<file path="src/hw/rtl/upps_pkg.sv">
// Package for the UDP port frame steering block: codes, constants and shared types.
// No dependencies; every other file of the block imports it.
`default_nettype none

package upps_pkg;

    localparam int unsigned QUEUE_COUNT = 64;

    localparam logic [15:0] DEFAULT_PORT = 16'd2055;
    localparam logic [15:0] TYPE_IPV4    = 16'h0800;
    localparam logic [15:0] TYPE_IPV6    = 16'h86DD;
    localparam logic [15:0] TYPE_CTAG    = 16'h8100;
    localparam logic [15:0] TYPE_STAG    = 16'h88A8;
    localparam logic [7:0]  PROTO_UDP    = 8'd17;
    localparam logic [7:0]  IHL_MASK     = 8'h0F;

    // Header offsets within the frame.
    localparam logic [6:0] OFF_TYPE_HI     = 7'd12;
    localparam logic [6:0] OFF_TYPE_LO     = 7'd13;
    localparam logic [6:0] OFF_TAG_TYPE_HI = 7'd16;
    localparam logic [6:0] OFF_TAG_TYPE_LO = 7'd17;
    localparam logic [4:0] NET_START_PLAIN  = 5'd14;
    localparam logic [4:0] NET_START_TAGGED = 5'd18;
    localparam logic [6:0] OFFSET_MAX      = 7'd127;

    localparam logic [6:0] V4_REL_IHL   = 7'd0;
    localparam logic [6:0] V4_REL_PROTO = 7'd9;
    localparam logic [6:0] V6_REL_NEXT  = 7'd6;
    localparam logic [7:0] V4_MIN_LEN   = 8'd20;
    localparam logic [6:0] V6_HDR_LEN   = 7'd40;
    localparam logic [7:0] UDP_HDR_LEN  = 8'd8;
    localparam logic [3:0] IHL_MIN      = 4'd5;

    typedef logic [7:0]  t_byte;
    typedef logic [5:0]  t_queue;
    typedef logic [15:0] t_port;
    typedef logic [63:0] t_cfg_data;

    typedef enum logic [0:0] {
        CFG_TARGET_PORT = 1'b0,
        CFG_SOCKET_MASK = 1'b1
    } t_cfg_index;

    typedef enum logic [1:0] {
        KIND_UNKNOWN = 2'd0,
        KIND_V4      = 2'd1,
        KIND_V6      = 2'd2,
        KIND_OTHER   = 2'd3
    } t_kind;

    typedef enum logic [2:0] {
        REASON_REDIRECT  = 3'd0,
        REASON_TRUNCATED = 3'd1,
        REASON_NOT_IP    = 3'd2,
        REASON_BAD_IHL   = 3'd3,
        REASON_NOT_UDP   = 3'd4,
        REASON_PORT_MISS = 3'd5,
        REASON_NO_SOCKET = 3'd6
    } t_reason;

    typedef struct packed {
        logic    verdict;
        t_queue  queue_index;
        t_reason pass_reason;
    } t_result;

endpackage

`default_nettype wire

</file>
<file path="src/hw/rtl/upps_if.sv">
// Handshake channel interfaces of the steering block: frame bytes, verdicts, configuration.
// Depends on upps_pkg.
`default_nettype none

interface upps_in_if;
    import upps_pkg::*;
    logic   valid;
    logic   ready;
    t_byte  data_byte;
    logic   last_byte;
    t_queue rx_queue;

    modport source (output valid, output data_byte, output last_byte, output rx_queue,
                    input ready);
    modport sink   (input valid, input data_byte, input last_byte, input rx_queue,
                    output ready);
endinterface

interface upps_out_if;
    import upps_pkg::*;
    logic   valid;
    logic   ready;
    logic   verdict;
    t_queue queue_index;
    logic [2:0] pass_reason;

    modport source (output valid, output verdict, output queue_index, output pass_reason,
                    input ready);
    modport sink   (input valid, input verdict, input queue_index, input pass_reason,
                    output ready);
endinterface

interface upps_cfg_if;
    import upps_pkg::*;
    logic       valid;
    logic       ready;
    t_cfg_index index;
    t_cfg_data  data;

    modport source (output valid, output index, output data, input ready);
    modport sink   (input valid, input index, input data, output ready);
endinterface

`default_nettype wire

</file>
<file path="src/hw/rtl/upps_parse.sv">
// Frame header parser and verdict logic: holds the per-frame parse state.
// Depends on upps_pkg.
`default_nettype none

module upps_parse (
    input  wire                i_clk,
    input  wire                i_rst_n,
    input  wire                i_step,
    input  upps_pkg::t_byte    i_data_byte,
    input  wire                i_last_byte,
    input  upps_pkg::t_queue   i_rx_queue,
    input  upps_pkg::t_port    i_target_port,
    input  upps_pkg::t_cfg_data i_socket_mask,
    output upps_pkg::t_result  o_result
);
    import upps_pkg::*;

    logic [6:0]  r_byte_offset,     n_byte_offset;
    logic [15:0] r_ether_type,      n_ether_type;
    logic [4:0]  r_network_start,   n_network_start;
    logic [6:0]  r_transport_start, n_transport_start;
    t_kind       r_header_kind,     n_header_kind;
    logic [7:0]  r_next_protocol,   n_next_protocol;
    t_port       r_captured_port,   n_captured_port;
    logic        r_malformed,       n_malformed;

    logic [6:0] off;
    logic [6:0] net_start_w;
    logic [6:0] rel;
    logic [3:0] ihl;
    logic [7:0] len;
    t_port      port;
    t_reason    reason;

    assign off         = r_byte_offset;
    assign len         = {1'b0, off} + 8'd1;
    assign port        = (i_target_port != '0) ? i_target_port : DEFAULT_PORT;

    // Parse one byte; later steps see the updates of earlier ones, as in the spec order.
    always_comb begin
        n_ether_type      = r_ether_type;
        n_network_start   = r_network_start;
        n_transport_start = r_transport_start;
        n_header_kind     = r_header_kind;
        n_next_protocol   = r_next_protocol;
        n_captured_port   = r_captured_port;
        n_malformed       = r_malformed;
        net_start_w       = 7'd0;
        rel               = 7'd0;
        ihl               = 4'd0;

        if (off == OFF_TYPE_HI) begin
            n_ether_type = {i_data_byte, 8'h00};
        end else if (off == OFF_TYPE_LO) begin
            n_ether_type = {r_ether_type[15:8], i_data_byte};
        end else if (r_network_start == NET_START_TAGGED && off == OFF_TAG_TYPE_HI) begin
            n_ether_type = {i_data_byte, 8'h00};
        end else if (r_network_start == NET_START_TAGGED && off == OFF_TAG_TYPE_LO) begin
            n_ether_type = {r_ether_type[15:8], i_data_byte};
        end

        net_start_w = {2'b00, r_network_start};
        if (off == OFF_TYPE_LO &&
            (n_ether_type == TYPE_CTAG || n_ether_type == TYPE_STAG)) begin
            n_network_start = NET_START_TAGGED;
        end else if (off == OFF_TYPE_LO ||
                     (r_network_start == NET_START_TAGGED && off == OFF_TAG_TYPE_LO)) begin
            if (n_ether_type == TYPE_IPV4) begin
                n_header_kind = KIND_V4;
            end else if (n_ether_type == TYPE_IPV6) begin
                n_header_kind     = KIND_V6;
                n_transport_start = net_start_w + V6_HDR_LEN;
            end else begin
                n_header_kind = KIND_OTHER;
            end
        end

        net_start_w = {2'b00, n_network_start};
        rel         = off - net_start_w;
        ihl         = i_data_byte[3:0] & IHL_MASK[3:0];
        if (off >= net_start_w && n_header_kind == KIND_V4) begin
            if (rel == V4_REL_IHL) begin
                n_transport_start = net_start_w + {1'b0, ihl, 2'b00};
                n_malformed       = (ihl < IHL_MIN);
            end else if (rel == V4_REL_PROTO) begin
                n_next_protocol = i_data_byte;
            end
        end else if (off >= net_start_w && n_header_kind == KIND_V6) begin
            if (rel == V6_REL_NEXT) begin
                n_next_protocol = i_data_byte;
            end
        end

        if (n_transport_start != '0 && off > net_start_w) begin
            if (off == n_transport_start + 7'd2) begin
                n_captured_port = {i_data_byte, 8'h00};
            end else if (off == n_transport_start + 7'd3) begin
                n_captured_port = {n_captured_port[15:8], i_data_byte};
            end
        end

        n_byte_offset = (r_byte_offset < OFFSET_MAX) ? r_byte_offset + 7'd1 : r_byte_offset;
    end

    // Verdict for a frame ending at this byte, in check priority order.
    always_comb begin
        logic [7:0] ns8;
        logic [7:0] ts8;
        ns8 = {3'b000, n_network_start};
        ts8 = {1'b0, n_transport_start};
        reason = REASON_REDIRECT;
        if (len < 8'd14) begin
            reason = REASON_TRUNCATED;
        end else if (n_network_start == NET_START_TAGGED && len < 8'd18) begin
            reason = REASON_TRUNCATED;
        end else if (n_header_kind == KIND_V4 && len < ns8 + V4_MIN_LEN) begin
            reason = REASON_TRUNCATED;
        end else if (n_header_kind == KIND_V4 && n_malformed) begin
            reason = REASON_BAD_IHL;
        end else if (n_header_kind == KIND_V4 && len < ts8) begin
            reason = REASON_TRUNCATED;
        end else if (n_header_kind == KIND_V6 && len < ns8 + {1'b0, V6_HDR_LEN}) begin
            reason = REASON_TRUNCATED;
        end else if (n_header_kind != KIND_V4 && n_header_kind != KIND_V6) begin
            reason = REASON_NOT_IP;
        end else if (n_next_protocol != PROTO_UDP) begin
            reason = REASON_NOT_UDP;
        end else if (len < ts8 + UDP_HDR_LEN) begin
            reason = REASON_TRUNCATED;
        end else if (n_captured_port != port) begin
            reason = REASON_PORT_MISS;
        end else if ({1'b0, i_rx_queue} >= 7'(QUEUE_COUNT) ||
                     !i_socket_mask[i_rx_queue]) begin
            reason = REASON_NO_SOCKET;
        end
    end

    assign o_result.verdict     = (reason == REASON_REDIRECT);
    assign o_result.queue_index = (reason == REASON_REDIRECT) ? i_rx_queue : '0;
    assign o_result.pass_reason = reason;

    always_ff @(posedge i_clk) begin
        if (!i_rst_n || (i_step && i_last_byte)) begin
            r_byte_offset     <= '0;
            r_ether_type      <= '0;
            r_network_start   <= NET_START_PLAIN;
            r_transport_start <= '0;
            r_header_kind     <= KIND_UNKNOWN;
            r_next_protocol   <= '0;
            r_captured_port   <= '0;
            r_malformed       <= 1'b0;
        end else if (i_step) begin
            r_byte_offset     <= n_byte_offset;
            r_ether_type      <= n_ether_type;
            r_network_start   <= n_network_start;
            r_transport_start <= n_transport_start;
            r_header_kind     <= n_header_kind;
            r_next_protocol   <= n_next_protocol;
            r_captured_port   <= n_captured_port;
            r_malformed       <= n_malformed;
        end
    end

endmodule

`default_nettype wire

</file>
<file path="src/hw/rtl/udp_port_packet_steer_top.sv">
// Top level of the UDP destination port frame steering block.
// Depends on upps_pkg, the channel interfaces in upps_if and the parser upps_parse.
//
// Usage:
//   i_in carries an Ethernet frame one byte per transfer, from the destination
//   MAC onward, with last_byte marking the final byte and rx_queue giving the
//   receive queue of the frame (sampled with the final byte). o_out carries one
//   verdict per frame: redirect to the queue socket, or pass with a reason code.
//   i_cfg writes the target port (index 0, zero selects 2055) and the 64-bit
//   queue socket mask (index 1); it is always ready and should only be used
//   while no frame is in flight.
//
// Timing:
//   A byte is registered at the transfer edge; the parser and verdict logic sit
//   between that input register and the result register, so the verdict for a
//   frame is offered on o_out from the result register once its final byte has left the input register.
//   One byte is accepted per cycle, sustained, as long as o_out keeps draining.
//
// Reset and stalls:
//   Reset clears both configuration registers, the parse state and the valid flags. When the
//   receiver holds off o_out, the verdict waits in the result register; bytes
//   that produce no verdict keep flowing, and a final byte waits in the input
//   register until the result register frees up, which then backpressures i_in.
`default_nettype none

module udp_port_packet_steer_top (
    input  wire        i_clk,
    input  wire        i_rst_n,
    upps_in_if.sink    i_in,
    upps_out_if.source o_out,
    upps_cfg_if.sink   i_cfg
);
    import upps_pkg::*;

    // Configuration registers.
    t_port     r_target_port;
    t_cfg_data r_socket_mask;

    // Input register stage.
    logic   r_s1_valid;
    t_byte  r_s1_data;
    logic   r_s1_last;
    t_queue r_s1_queue;

    // Result register stage.
    logic    r_out_valid;
    t_result r_out;

    t_result parse_result;
    logic    out_free;
    logic    s1_adv;
    logic    in_take;

    // A byte leaves the input stage freely unless it closes a frame, in which
    // case the result register must be able to take the verdict.
    assign out_free = !r_out_valid || o_out.ready;
    assign s1_adv   = r_s1_valid && (!r_s1_last || out_free);
    assign in_take  = i_in.valid && i_in.ready;

    assign i_in.ready  = !r_s1_valid || s1_adv;
    assign i_cfg.ready = 1'b1;

    assign o_out.valid       = r_out_valid;
    assign o_out.verdict     = r_out.verdict;
    assign o_out.queue_index = r_out.queue_index;
    assign o_out.pass_reason = r_out.pass_reason;

    upps_parse u_parse (
        .i_clk         (i_clk),
        .i_rst_n       (i_rst_n),
        .i_step        (s1_adv),
        .i_data_byte   (r_s1_data),
        .i_last_byte   (r_s1_last),
        .i_rx_queue    (r_s1_queue),
        .i_target_port (r_target_port),
        .i_socket_mask (r_socket_mask),
        .o_result      (parse_result)
    );

    always_ff @(posedge i_clk) begin
        if (!i_rst_n) begin
            r_target_port <= '0;
            r_socket_mask <= '0;
        end else if (i_cfg.valid) begin
            case (i_cfg.index)
                CFG_TARGET_PORT: r_target_port <= i_cfg.data[15:0];
                CFG_SOCKET_MASK: r_socket_mask <= i_cfg.data;
                default: ;
            endcase
        end
    end

    always_ff @(posedge i_clk) begin
        if (!i_rst_n) begin
            r_s1_valid <= 1'b0;
        end else if (in_take) begin
            r_s1_valid <= 1'b1;
        end else if (s1_adv) begin
            r_s1_valid <= 1'b0;
        end
    end

    always_ff @(posedge i_clk) begin
        if (in_take) begin
            r_s1_data  <= i_in.data_byte;
            r_s1_last  <= i_in.last_byte;
            r_s1_queue <= i_in.rx_queue;
        end
    end

    always_ff @(posedge i_clk) begin
        if (!i_rst_n) begin
            r_out_valid <= 1'b0;
        end else if (s1_adv && r_s1_last) begin
            r_out_valid <= 1'b1;
        end else if (o_out.ready) begin
            r_out_valid <= 1'b0;
        end
    end

    always_ff @(posedge i_clk) begin
        if (s1_adv && r_s1_last) begin
            r_out <= parse_result;
        end
    end

endmodule

`default_nettype wire

</file>
<file path="src/flat_wrapper.sv">
// flat-port wrapper written by rule: the top's interface ports become plain ports
module udp_port_packet_steer_top_flat import upps_pkg::*;
  (i_clk, i_rst_n, i_in_valid, i_in_data_byte, i_in_last_byte, i_in_rx_queue, i_in_ready, o_out_valid, o_out_verdict, o_out_queue_index, o_out_pass_reason, o_out_ready, i_cfg_valid, i_cfg_index, i_cfg_data, i_cfg_ready);
  upps_in_if i_in_i ();
  upps_out_if o_out_i ();
  upps_cfg_if i_cfg_i ();
  input  wire i_clk;
  input  wire i_rst_n;
  input wire logic [$bits(i_in_i.valid)-1:0] i_in_valid;
  input wire logic [$bits(i_in_i.data_byte)-1:0] i_in_data_byte;
  input wire logic [$bits(i_in_i.last_byte)-1:0] i_in_last_byte;
  input wire logic [$bits(i_in_i.rx_queue)-1:0] i_in_rx_queue;
  output wire logic [$bits(i_in_i.ready)-1:0] i_in_ready;
  output wire logic [$bits(o_out_i.valid)-1:0] o_out_valid;
  output wire logic [$bits(o_out_i.verdict)-1:0] o_out_verdict;
  output wire logic [$bits(o_out_i.queue_index)-1:0] o_out_queue_index;
  output wire logic [$bits(o_out_i.pass_reason)-1:0] o_out_pass_reason;
  input wire logic [$bits(o_out_i.ready)-1:0] o_out_ready;
  input wire logic [$bits(i_cfg_i.valid)-1:0] i_cfg_valid;
  input wire logic [$bits(i_cfg_i.index)-1:0] i_cfg_index;
  input wire logic [$bits(i_cfg_i.data)-1:0] i_cfg_data;
  output wire logic [$bits(i_cfg_i.ready)-1:0] i_cfg_ready;
  assign i_in_i.valid = i_in_valid;
  assign i_in_i.data_byte = i_in_data_byte;
  assign i_in_i.last_byte = i_in_last_byte;
  assign i_in_i.rx_queue = i_in_rx_queue;
  assign i_in_ready = i_in_i.ready;
  assign o_out_valid = o_out_i.valid;
  assign o_out_verdict = o_out_i.verdict;
  assign o_out_queue_index = o_out_i.queue_index;
  assign o_out_pass_reason = o_out_i.pass_reason;
  assign o_out_i.ready = o_out_ready;
  assign i_cfg_i.valid = i_cfg_valid;
  assign i_cfg_i.index = i_cfg_index;
  assign i_cfg_i.data = i_cfg_data;
  assign i_cfg_ready = i_cfg_i.ready;
  udp_port_packet_steer_top u_core (.i_clk(i_clk), .i_rst_n(i_rst_n), .i_in(i_in_i), .o_out(o_out_i), .i_cfg(i_cfg_i));
endmodule
</file>
<file path="config.mk">
export PLATFORM = sky130hd
export DESIGN_NAME = udp_port_packet_steer_top_flat
export DESIGN_NICKNAME = d
export VERILOG_FILES = /design/src/hw/rtl/upps_pkg.sv /design/src/hw/rtl/upps_if.sv /design/src/hw/rtl/upps_parse.sv /design/src/hw/rtl/udp_port_packet_steer_top.sv /design/src/flat_wrapper.sv
export SDC_FILE = /design/constraint.sdc
export NUM_CORES = 1
export LEC_CHECK = 0
export ABC_AREA = 1
export BUFFER_PORTS_ARGS = -buffer_cell sky130_fd_sc_hd__buf_2
export CORE_UTILIZATION = 50
export DETAILED_ROUTE_END_ITERATION = 8
export PLACE_DENSITY_LB_ADDON = 0.3
export SYNTH_ARGS = -nofsm -noshare
export SYNTH_HDL_FRONTEND = slang
export SYNTH_SLANG_ARGS = --single-unit
</file>
<file path="constraint.sdc">
create_clock -name i_clk -period 7.2 [get_ports i_clk]
set_clock_uncertainty 0.15 [all_clocks]
set_input_delay 1.44 -clock i_clk [delete_from_list [all_inputs] [get_ports i_clk]]
set_output_delay 1.44 -clock i_clk [all_outputs]
set_load 0.005 [all_outputs]
</file>
Word level (Yosys, flattened, before mapping). Cells that the tools add are included.

Multiplexer cells: 43. Equality and inequality tests: 20. Reduce and logical (&&, ||, !) cells: 34. Order comparisons: 11. $add $sub $neg: 10. Bitwise logic cells: 1.

Operators by type and width (number): $mux 16 (6); $mux 8 (7); $eq 16x16->1 const B (3); $mux 7 (6); $mux 3 (11); $eq 7x4->1 const B (3); $eq 16x12->1 const B (1); $lt 8x7->1 (2); $ne 16x16->1 (1); $reduce_bool 16->1 (1); $logic_and 1x1->1 (15); $add 5x6->7 const B (2); $add 7x2->7 const B (2); $eq 7x5->1 const B (2); $eq 7x7->1 (2); $eq 5x5->1 const B (2); $add 7x1->8 const B (1); $add 7x4->8 const B (1); $lt 8x4->1 const B (1); $lt 8x5->1 const B (1); $lt 8x6->1 (1); $lt 8x8->1 (1); $mux 1 (8); $ne 8x5->1 const B (1); 25 further kinds (38).

Output and inout port bits: 13. Input bits: 85. Logic and storage cells: 137. Flip-flop bits (word level): 169.

Logic depth before layout (Yosys ltp). Gate-level depths: netlist (run 1).

Word-level depth: 31. Gate-level depth with buffers: 57. Depth with buffers taken out: 55.

Modules after synthesis. From an unflattened synthesis (run 1), not the netlist that was laid out.

Cell total of the unflattened synthesis: 1500. Area, all modules: 10247.3 um^2.

Modules (own cells, without submodules): upps_parse (times used 1, area an instance 6592.6 um^2, sequential area each 1241.2 um^2, cells each 1105); udp_port_packet_steer_top (times used 1, area an instance 3654.8 um^2, sequential area each 2392.3 um^2, cells each 395).

Worst setup path after synthesis (run 1). No wires, ideal clock.

Path kind: register to register. From: reg u_core.u_parse.r_byte_offset[0] (netlist: u_core.u_parse.off[0]). To: reg u_core.r_out, in the netlist u_core.o_out.queue_index[1], data pin. Arrival time: 5.919 ns. Path buffers: 3. Stages on the path, launching flop included: 53. Period minus slack after synthesis: 6.334 ns. Required time: 6.786 ns. Library setup time: 0.264 ns. Path slack: 0.866 ns. Cells stage by stage: dfxtp_1 -> inv_1 -> ha_1 -> nand2_1 -> nor2_1 -> nand2_2 -> nand2_4 -> buf_6 -> nand2_2 -> nand2_2 -> and2_1 -> nand2_1 -> nor2_1 -> nand2_1 -> nand2_2 -> nand2_4 -> inv_1 -> nor2_1 -> [... 17 more ...] -> o21ai_2 -> nor2_4 -> nand3_4 -> buf_6 -> nand2_2 -> nand2_1 -> nand2_1 -> nand3_1 -> nor2_1 -> nand2_1 -> nor2_2 -> nand4_1 -> nand2_1 -> nand2_1 -> nand2_1 -> nand2_1 -> nand2_4 -> nor2_2.

Elaborated cells on any way between the ends: 87. Classes of those cells: add/sub (8); order compare (8); eq/ne (19); mux (35); reduce/logical (17).

RTL lines: start, declared (line upps_parse.sv:18) `logic [6:0] r_byte_offset, n_byte_offset;`; start signal, assigned (line upps_parse.sv:153) `r_byte_offset <= n_byte_offset;`; $add 7x1->8 * (line upps_parse.sv:36) `assign len = {1'b0, off} + 8'd1;`; net u_core.u_parse.len[0] (line upps_parse.sv:31) `logic [7:0] len;`; $lt 8x8->1 (line upps_parse.sv:128) `end else if (len < ts8 + UDP_HDR_LEN) begin`; $mux 3 (line upps_parse.sv:128); $mux 3 (line upps_parse.sv:126) `end else if (n_next_protocol != PROTO_UDP) begin`; $mux 3 (line upps_parse.sv:124) `end else if (n_header_kind != KIND_V4 && n_header_kind != KIND_V6) begin`; $mux 3 (line upps_parse.sv:122) `end else if (n_header_kind == KIND_V6 && len < ns8 + {1'b0, V6_HDR_LEN}) begin`; $mux 3 (line upps_parse.sv:120) `end else if (n_header_kind == KIND_V4 && len < ts8) begin`; $mux 3 (line upps_parse.sv:118) `end else if (n_header_kind == KIND_V4 && n_malformed) begin`; $mux 3 (line upps_parse.sv:116) `end else if (n_header_kind == KIND_V4 && len < ns8 + V4_MIN_LEN) begin`; $mux 3 (line upps_parse.sv:114) `end else if (n_network_start == NET_START_TAGGED && len < 8'd18) begin`; $mux 3 * (line upps_parse.sv:112) `if (len < 8'd14) begin`; $logic_not 3->1 * (line upps_parse.sv:139) `assign o_result.queue_index = (reason == REASON_REDIRECT) ? i_rx_queue : '0;`; end signal, assigned (line udp_port_packet_steer_top.sv:123) `r_out <= parse_result;`; end, declared (line udp_port_packet_steer_top.sv:47) `t_result r_out;`.

Mark *: on every way through the listed nets, which the timed path passes. The rest lies on a longest branch. A chain may end at the register's enable or synchronous reset.

==> metrics.txt, run 1 <==
status=finished, final reports clean; area delta synth->final=15.1%; Slew headroom=between 20 and 30%; # IOs=slightly below 100; FILL cells=1966; DR iter-0 viols=between 800 and 900; Tot Pwr=roughly 0.0024 W; Die W=approximately 150 µm; CP required=7.34 ns; initial antenna violation count=1; root buf cell=clkbuf_16; TritonRoute pass-1 iters=5; Worst-Margin Slew=1.07 ns; Initial Util=51.2%; Final Net Count=1748; Reg clk slew, reported paths=0.08 ns; core area=20400 µm²; Register Area=3640 µm²; CP arrival=6.81 ns; total clock sinks=169; Synth Cell Area=10400 µm²; EDFF count, synth=25; number of global-route vias before repair=9521; syn_area_per_cell=between 6 and 7 µm²; minimum clock period=6.68 ns; WS Path Type=reg -> reg; Cell Count, Final, Fillers Out=1900; Most Frequent Cell on Critical Path=nand2_1; via/cell ratio=between 5 and 6; PortBufs=96; proportion of layout cells with a drive suffix above 1=17.6%; vias=10504; Rows=52; Cells after Synth=1524; VDD IR-drop max=0.000182 V; Critical R2R Launch=u_core.u_parse.off[0]$_SDFFE_PP0P_; Post-synth ARST share=0%; Clock Path Buffers=2; Worst-Skew Late Latency=0.45 ns; Routed wire per std cell=15.8 µm; Hold Path Class=reg -> reg; largest net degree at the start of global routing=84; Setup violations, final=0; global-route wire length before repair=47200 µm; DRT Wirelength=30000 µm; Remaining Overflow, GRT=0; Leak=5.73 nW; Seq/Total Area, Yosys=34.9%; R2R Setup Slk=0.52 ns; gp weighted congestion=0.970; number of max-cap violations=0; Setup crit end kind=register; area of the multi-input gates=5930 µm²; dpl hpwl=21200 µm; Syn Nets=1655; fin worst setup slack=0.525 ns; die area=between 20000 and 25000 µm²; residual DRC count=0; Fin. Hold Viols=0; H-Tree Depth=4; die height=146 µm; GRT Util Overall=27.6%; crit path max-delay cell type=fa_1; top_reg_cell synth=dfxtp_1; Setup WS pre-CTS=0.0985 ns; Netlist cell types=53; CTS buffer count=17; worst hold start=u_core.r_socket_mask[62]$_SDFFE_PN0P_; number of hold buffers added after CTS=0; placed insts=between 1500 and 2000; Slowest Stage Delay on Critical Path=0.39 ns; Seq cells post-synth=169; Antenna Nets Post-Route=0; Final period util=92.7%; Crit Reg-Reg Endpoint=u_core.o_out.queue_index[2]$_SDFFCE_PP0P_; Worst Setup Start Kind=register; Worst R2R Path Depth=50; Setup crit start=u_core.u_parse.off[0]$_SDFFE_PP0P_; Yosys warning count=0; Final Max Tran Viols=0; Worst Setup EP=u_core.o_out.queue_index[2]$_SDFFCE_PP0P_; TritonCTS clock tree=yes; fmax=150 MHz; n_diodes=0; power density over the cells=204 nW/µm²; CP Max Fanout=9
## area by class of cell
class                           instances  area share [%]
Timing Repair inverter                  1          0.0417
Sequential cell                       169            30.3
Multi-Input combinational cell       1118            49.5
Clock buffer                           17            3.55
Tap cell                              270            2.82
Timing Repair Buffer                  135            6.51
Inverter                              175            5.54
Clock inverter                         15            1.76
## worst max-delay path, delay by kind of cell (launching register included)
| family | cells | cell delay, ns |
|---|---|---|
| XOR/XNOR | 1 | 0.13 |
| adder cells (fa/ha/maj) | 4 | 1.00 |
| AND/OR/NAND/NOR | 36 | 3.79 |
| flip-flops | 1 | 0.34 |
| buffers and inverters | 8 | 0.93 |
| AO/OA/AOI/OAI | 1 | 0.15 |
## registers in the layout, indices dropped and copies added, names as in the netlist
signal,cells
u_core.r_socket_mask,64
u_core.r_target_port,16
u_core.u_parse.r_captured_port,16
u_core.u_parse.r_ether_type,16
u_core.r_s1_data,8
u_core.u_parse.r_next_protocol,8
u_core.u_parse.off,7
u_core.u_parse.r_transport_start,7
u_core.o_out.queue_index,6
u_core.r_s1_queue,6
u_core.u_parse.r_network_start,5
u_core.o_out.pass_reason,3
u_core.u_parse.r_header_kind,2
u_core.o_out.valid,1
u_core.o_out.verdict,1
u_core.r_s1_last,1
u_core.r_s1_valid,1
u_core.u_parse.r_malformed,1
## cell usage in the layout (no fill, tap or decap), types with 9 or more instances in the layout
master and count:
a21oi_1 106, buf_2 96, buf_4 37, clkbuf_16 17, dfxtp_1 142, edfxtp_1 25, ha_1 43, inv_1 149
inv_2 20, nand2_1 272, nand2_2 30, nand2_4 9, nand3_1 78, nand3_2 12, nand4_1 38, nor2_1 241
nor2_2 18, nor2_4 10, nor3_1 10, o21ai_0 171
## synthesized netlist by cell type (3+ instances only)
master	number	share of area, %
nor2_4	7	0.76
nand4_1	38	2.3
clkinv_1	5	0.18
a31oi_1	3	0.18
nor2_2	16	0.96
nand3b_1	7	0.50
ha_1	44	5.3
clkbuf_1	51	1.8
edfxtp_1	25	7.2
a21oi_1	107	5.1
nor2_8	3	0.58
dfxtp_1	144	28
buf_6	6	0.65
nor2_1	245	8.8
a32o_1	7	0.67
nor3_1	11	0.53
o211ai_1	3	0.22
buf_2	5	0.24
nand2_1	274	9.9
nor4_1	3	0.18
nand3_4	3	0.50
nand3_1	79	3.8
inv_2	15	0.54
xor2_1	8	0.67
and2_1	3	0.18
inv_1	154	5.5
a221oi_1	8	0.67
o21ai_0	171	8.2
nand2_4	7	0.76
nand2_2	30	1.8
nand3_2	10	0.96
## layer usage
layer	routed length [µm]	GRT usage [%]	vias to the layer above
met4	791	11.1	2
met1	13400	37.8	4840
met2	13800	43.9	390
met3	2010	3.75	69
li1	-	-	5203
met5	13	0	-
## stage by stage
step | utilization [%] | hold slack [ns] | TNS (ns) | area, µm²
floorplan | - | 0.303 | 0 | 10400
detailed placement | 54.7 | 0.322 | 0 | 11100
global route | 58.9 | 0.356 | -0.141 | 12000
finish | 58.9 | 0.338 | 0 | 12000
CTS | 57.9 | 0.340 | 0 | 11800
global placement | 54.7 | 0.313 | 0 | 11100
## worst min path at each step
stage / endpoint / slack, ns / depth (start not counted)
floorplan: u_core.u_parse.r_network_start[0]$_SDFFE_PP0P_ / 0.30 / 2
global placement: u_core.r_socket_mask[5]$_SDFFE_PN0P_ / 0.31 / 2
detailed placement: u_core.r_socket_mask[56]$_SDFFE_PN0P_ / 0.32 / 2
CTS: u_core.r_socket_mask[56]$_SDFFE_PN0P_ / 0.34 / 2
global route: u_core.r_socket_mask[21]$_SDFFE_PN0P_ / 0.36 / 2
finish: u_core.r_socket_mask[62]$_SDFFE_PN0P_ / 0.34 / 2
## power breakdown
group | switching (W) | internal [W]
logic | 0.000271 | 0.000146
clock network | 0.000493 | 0.000482
registers | 0.0000371 | 0.00101
total | 0.000801 | 0.00164
## repair_timing
action | CTS | global route
setup endpoints to repair | 0 | 10
setup buffers | 0 | 11
resized for setup | 0 | 30
## cells by family (layout without fill, tap and decap cells)
| family | count (synthesis) | count (layout) | synth area share, % |
|---|---|---|---|
| simple gates | 742 | 746 | 32.9 |
| flops | 169 | 169 | 34.9 |
| buf+inv | 241 | 343 | 9.27 |
| other cells | 1 | 1 | 0.0360 |
| compound gates | 314 | 314 | 16.3 |
| xor+xnor | 11 | 11 | 0.996 |
| fa+ha+maj | 46 | 46 | 5.67 |
No activity file was read; power rests on OpenSTA's default activity.
==> run 2: changes to the inputs <==
Settings changed: CORE_UTILIZATION 50 to 55, CTS_BUF_LIST set to sky130_fd_sc_hd__clkbuf_8, RECOVER_POWER set to 25.
==> metrics.txt, run 2 (same netlist as run 1, synthesis figures left out) <==
via/cell ratio=5.67 (+2.6%); Reg clk slew, reported paths=0.11 ns (+0.03 ns); Final Net Count=1762 (+0.80%); number of max-cap violations=1 (+1); power density over the cells=185 nW/µm² (-9.0%); root buf cell=clkbuf_8; CP Max Fanout=11 (+2); worst path bufs/invs=8 (unchanged); fmax=147 MHz (-2.1%); die height=140 µm (-4.6%); core area=18300 µm² (-10%); proportion of layout cells with a drive suffix above 1=18.0% (+0.40 points); number of global-route vias before repair=9394 (-1.3%); total clock sinks=169 (unchanged); Clock Path Buffers=2 (unchanged); area delta synth->final=14.2%; Final Max Tran Viols=84 (+84); die area=19500 µm² (-9.0%); Leak=5.71 nW (-0.37%); GRT Util Overall=30.2% (+2.5 points); Fin. Hold Viols=0 (unchanged); vias=10619 (+1.1%); Setup violations, final=0 (unchanged); gp weighted congestion=0.939 (-3.2%); Final period util=94.7% (+1.9 points); VDD IR-drop max=0.000153 V (-16%); residual DRC count=0 (unchanged); area post-placement=11100 µm² (-0.32%); Setup crit end kind=register; hold_ws=0.344 ns (+0.00592 ns); initial antenna violation count=0 (-1); CP arrival=6.87 ns (+0.06 ns); minimum clock period=6.82 ns (+0.140 ns); Hold Path Class=reg -> reg; Most Frequent Cell on Critical Path=nand2_1; largest reg by FF count=u_core.r_socket_mask; Initial Util=57.0% (+5.9 points); global-route wire length before repair=46900 µm (-0.77%); TritonCTS clock tree=yes; Layout Utilization=65.1% (+6.2 points); Worst Setup Start Kind=register; TritonRoute pass-1 iters=8 (+3); CTS buffer count=17 (unchanged); Die W=140 µm (-4.6%); number of flip-flops in the largest register=64 (unchanged); DR iter-0 viols=1050 (+25%); Rows=49 (-5.8%); Worst-Skew Late Latency=0.48 ns (+0.03 ns); # IOs=98 (unchanged); status=complete, but fails checks; Worst-Margin Slew=2.74 ns (+1.68 ns); Routed wire per std cell=15.9 µm (+1.0%); n_diodes=0 (unchanged); Remaining Overflow, GRT=0 (unchanged); Post-Layout Inst Area=11900 µm² (-0.77%); Slowest Stage Delay on Critical Path=0.49 ns (+0.10 ns); H-Tree Depth=4 (unchanged); DRT Wirelength=29900 µm (-0.43%); number of hold buffers added after CTS=0 (unchanged); commonest non-fill, non-tap cell in the layout=nand2_1; PortBufs=96 (unchanged); WS Path Type=reg -> reg; CP delay by family, top=simple AND/OR/NAND/NOR gates; Slew headroom=-82.9% (-110 points); crit path max-delay cell type=dfxtp_1; most frequent cells in the layout=nand2_1, nor2_1, o21ai_0; CP required=7.25 ns (-0.09 ns); dpl hpwl=20900 µm (-1.6%); Antenna Nets Post-Route=0 (unchanged); largest net degree at the start of global routing=84 (unchanged); failing checks=max-capacitance violations, max-slew violations
[run 2: metal layers]
metal	vias up	global-route usage (%)	part of all wire (%)
met3	59	5.57	8.1
met5	-	0	0
li1	5218	-	-
met4	0	10.4	2.5
met2	451	46.9	46
met1	4891	41.9	44
[run 2: worst register-to-register path: cells and delay by family, from the launching register on]
kind | cells | cell delay, ns
buffers and inverters | 8 | 1.07
AO/OA/AOI/OAI | 3 | 0.41
adder cells (fa/ha/maj) | 1 | 0.26
AND/OR/NAND/NOR | 38 | 4.16
flip-flops | 1 | 0.49
[run 2: worst paths after layout]
kind	start	end	slack (ns)	depth (start not counted)
min reg2reg	u_core.r_socket_mask[6]$_SDFFE_PN0P_	u_core.r_socket_mask[6]$_SDFFE_PN0P_	0.34	2
max	u_core.u_parse.off[4]$_SDFFE_PP0P_	u_core.o_out.queue_index[0]$_SDFFCE_PP0P_	0.38	50
max reg2reg	u_core.u_parse.off[4]$_SDFFE_PP0P_	u_core.o_out.queue_index[0]$_SDFFCE_PP0P_	0.38	50
min	u_core.r_socket_mask[6]$_SDFFE_PN0P_	u_core.r_socket_mask[6]$_SDFFE_PN0P_	0.34	2
[run 2: final cells by class]
type                    count  area (µm²)
flip-flops and latches    169        3640
inverters                 175         662
clock inverters            15         199
well taps                 229         287
repair buffers            151         928
multi-input cells        1117        5960
clock buffers              17         234
fillers                  1631        6370
[run 2: what timing repair did]
item,in CTS,in global routing
hold endpoints to repair,0,0
setup endpoints to repair,0,10
buffers inserted,0,25
gates resized for setup,0,33
[run 2: per-stage QoR]
stage	instances	total power (W)	setup WS, ns	setup TNS (ns)
2_1_floorplan	1524	0.00135	0.866	0
3_3_place_gp	1813	0.00146	0.249	0
3_5_place_dp	1813	0.00147	0.0642	0
4_1_cts	1845	0.00217	0.00133	0
5_1_grt	1873	0.00231	-0.0584	-0.146
6_report	1873	0.00221	0.384	0
[run 2: power breakdown]
part	switching, W	internal (W)	leakage (nW)	total (W)
logic	0.000278	0.000162	4.06	0.000440
registers	0.0000379	0.00101	1.43	0.00105
clock network	0.000444	0.000272	0.213	0.000715
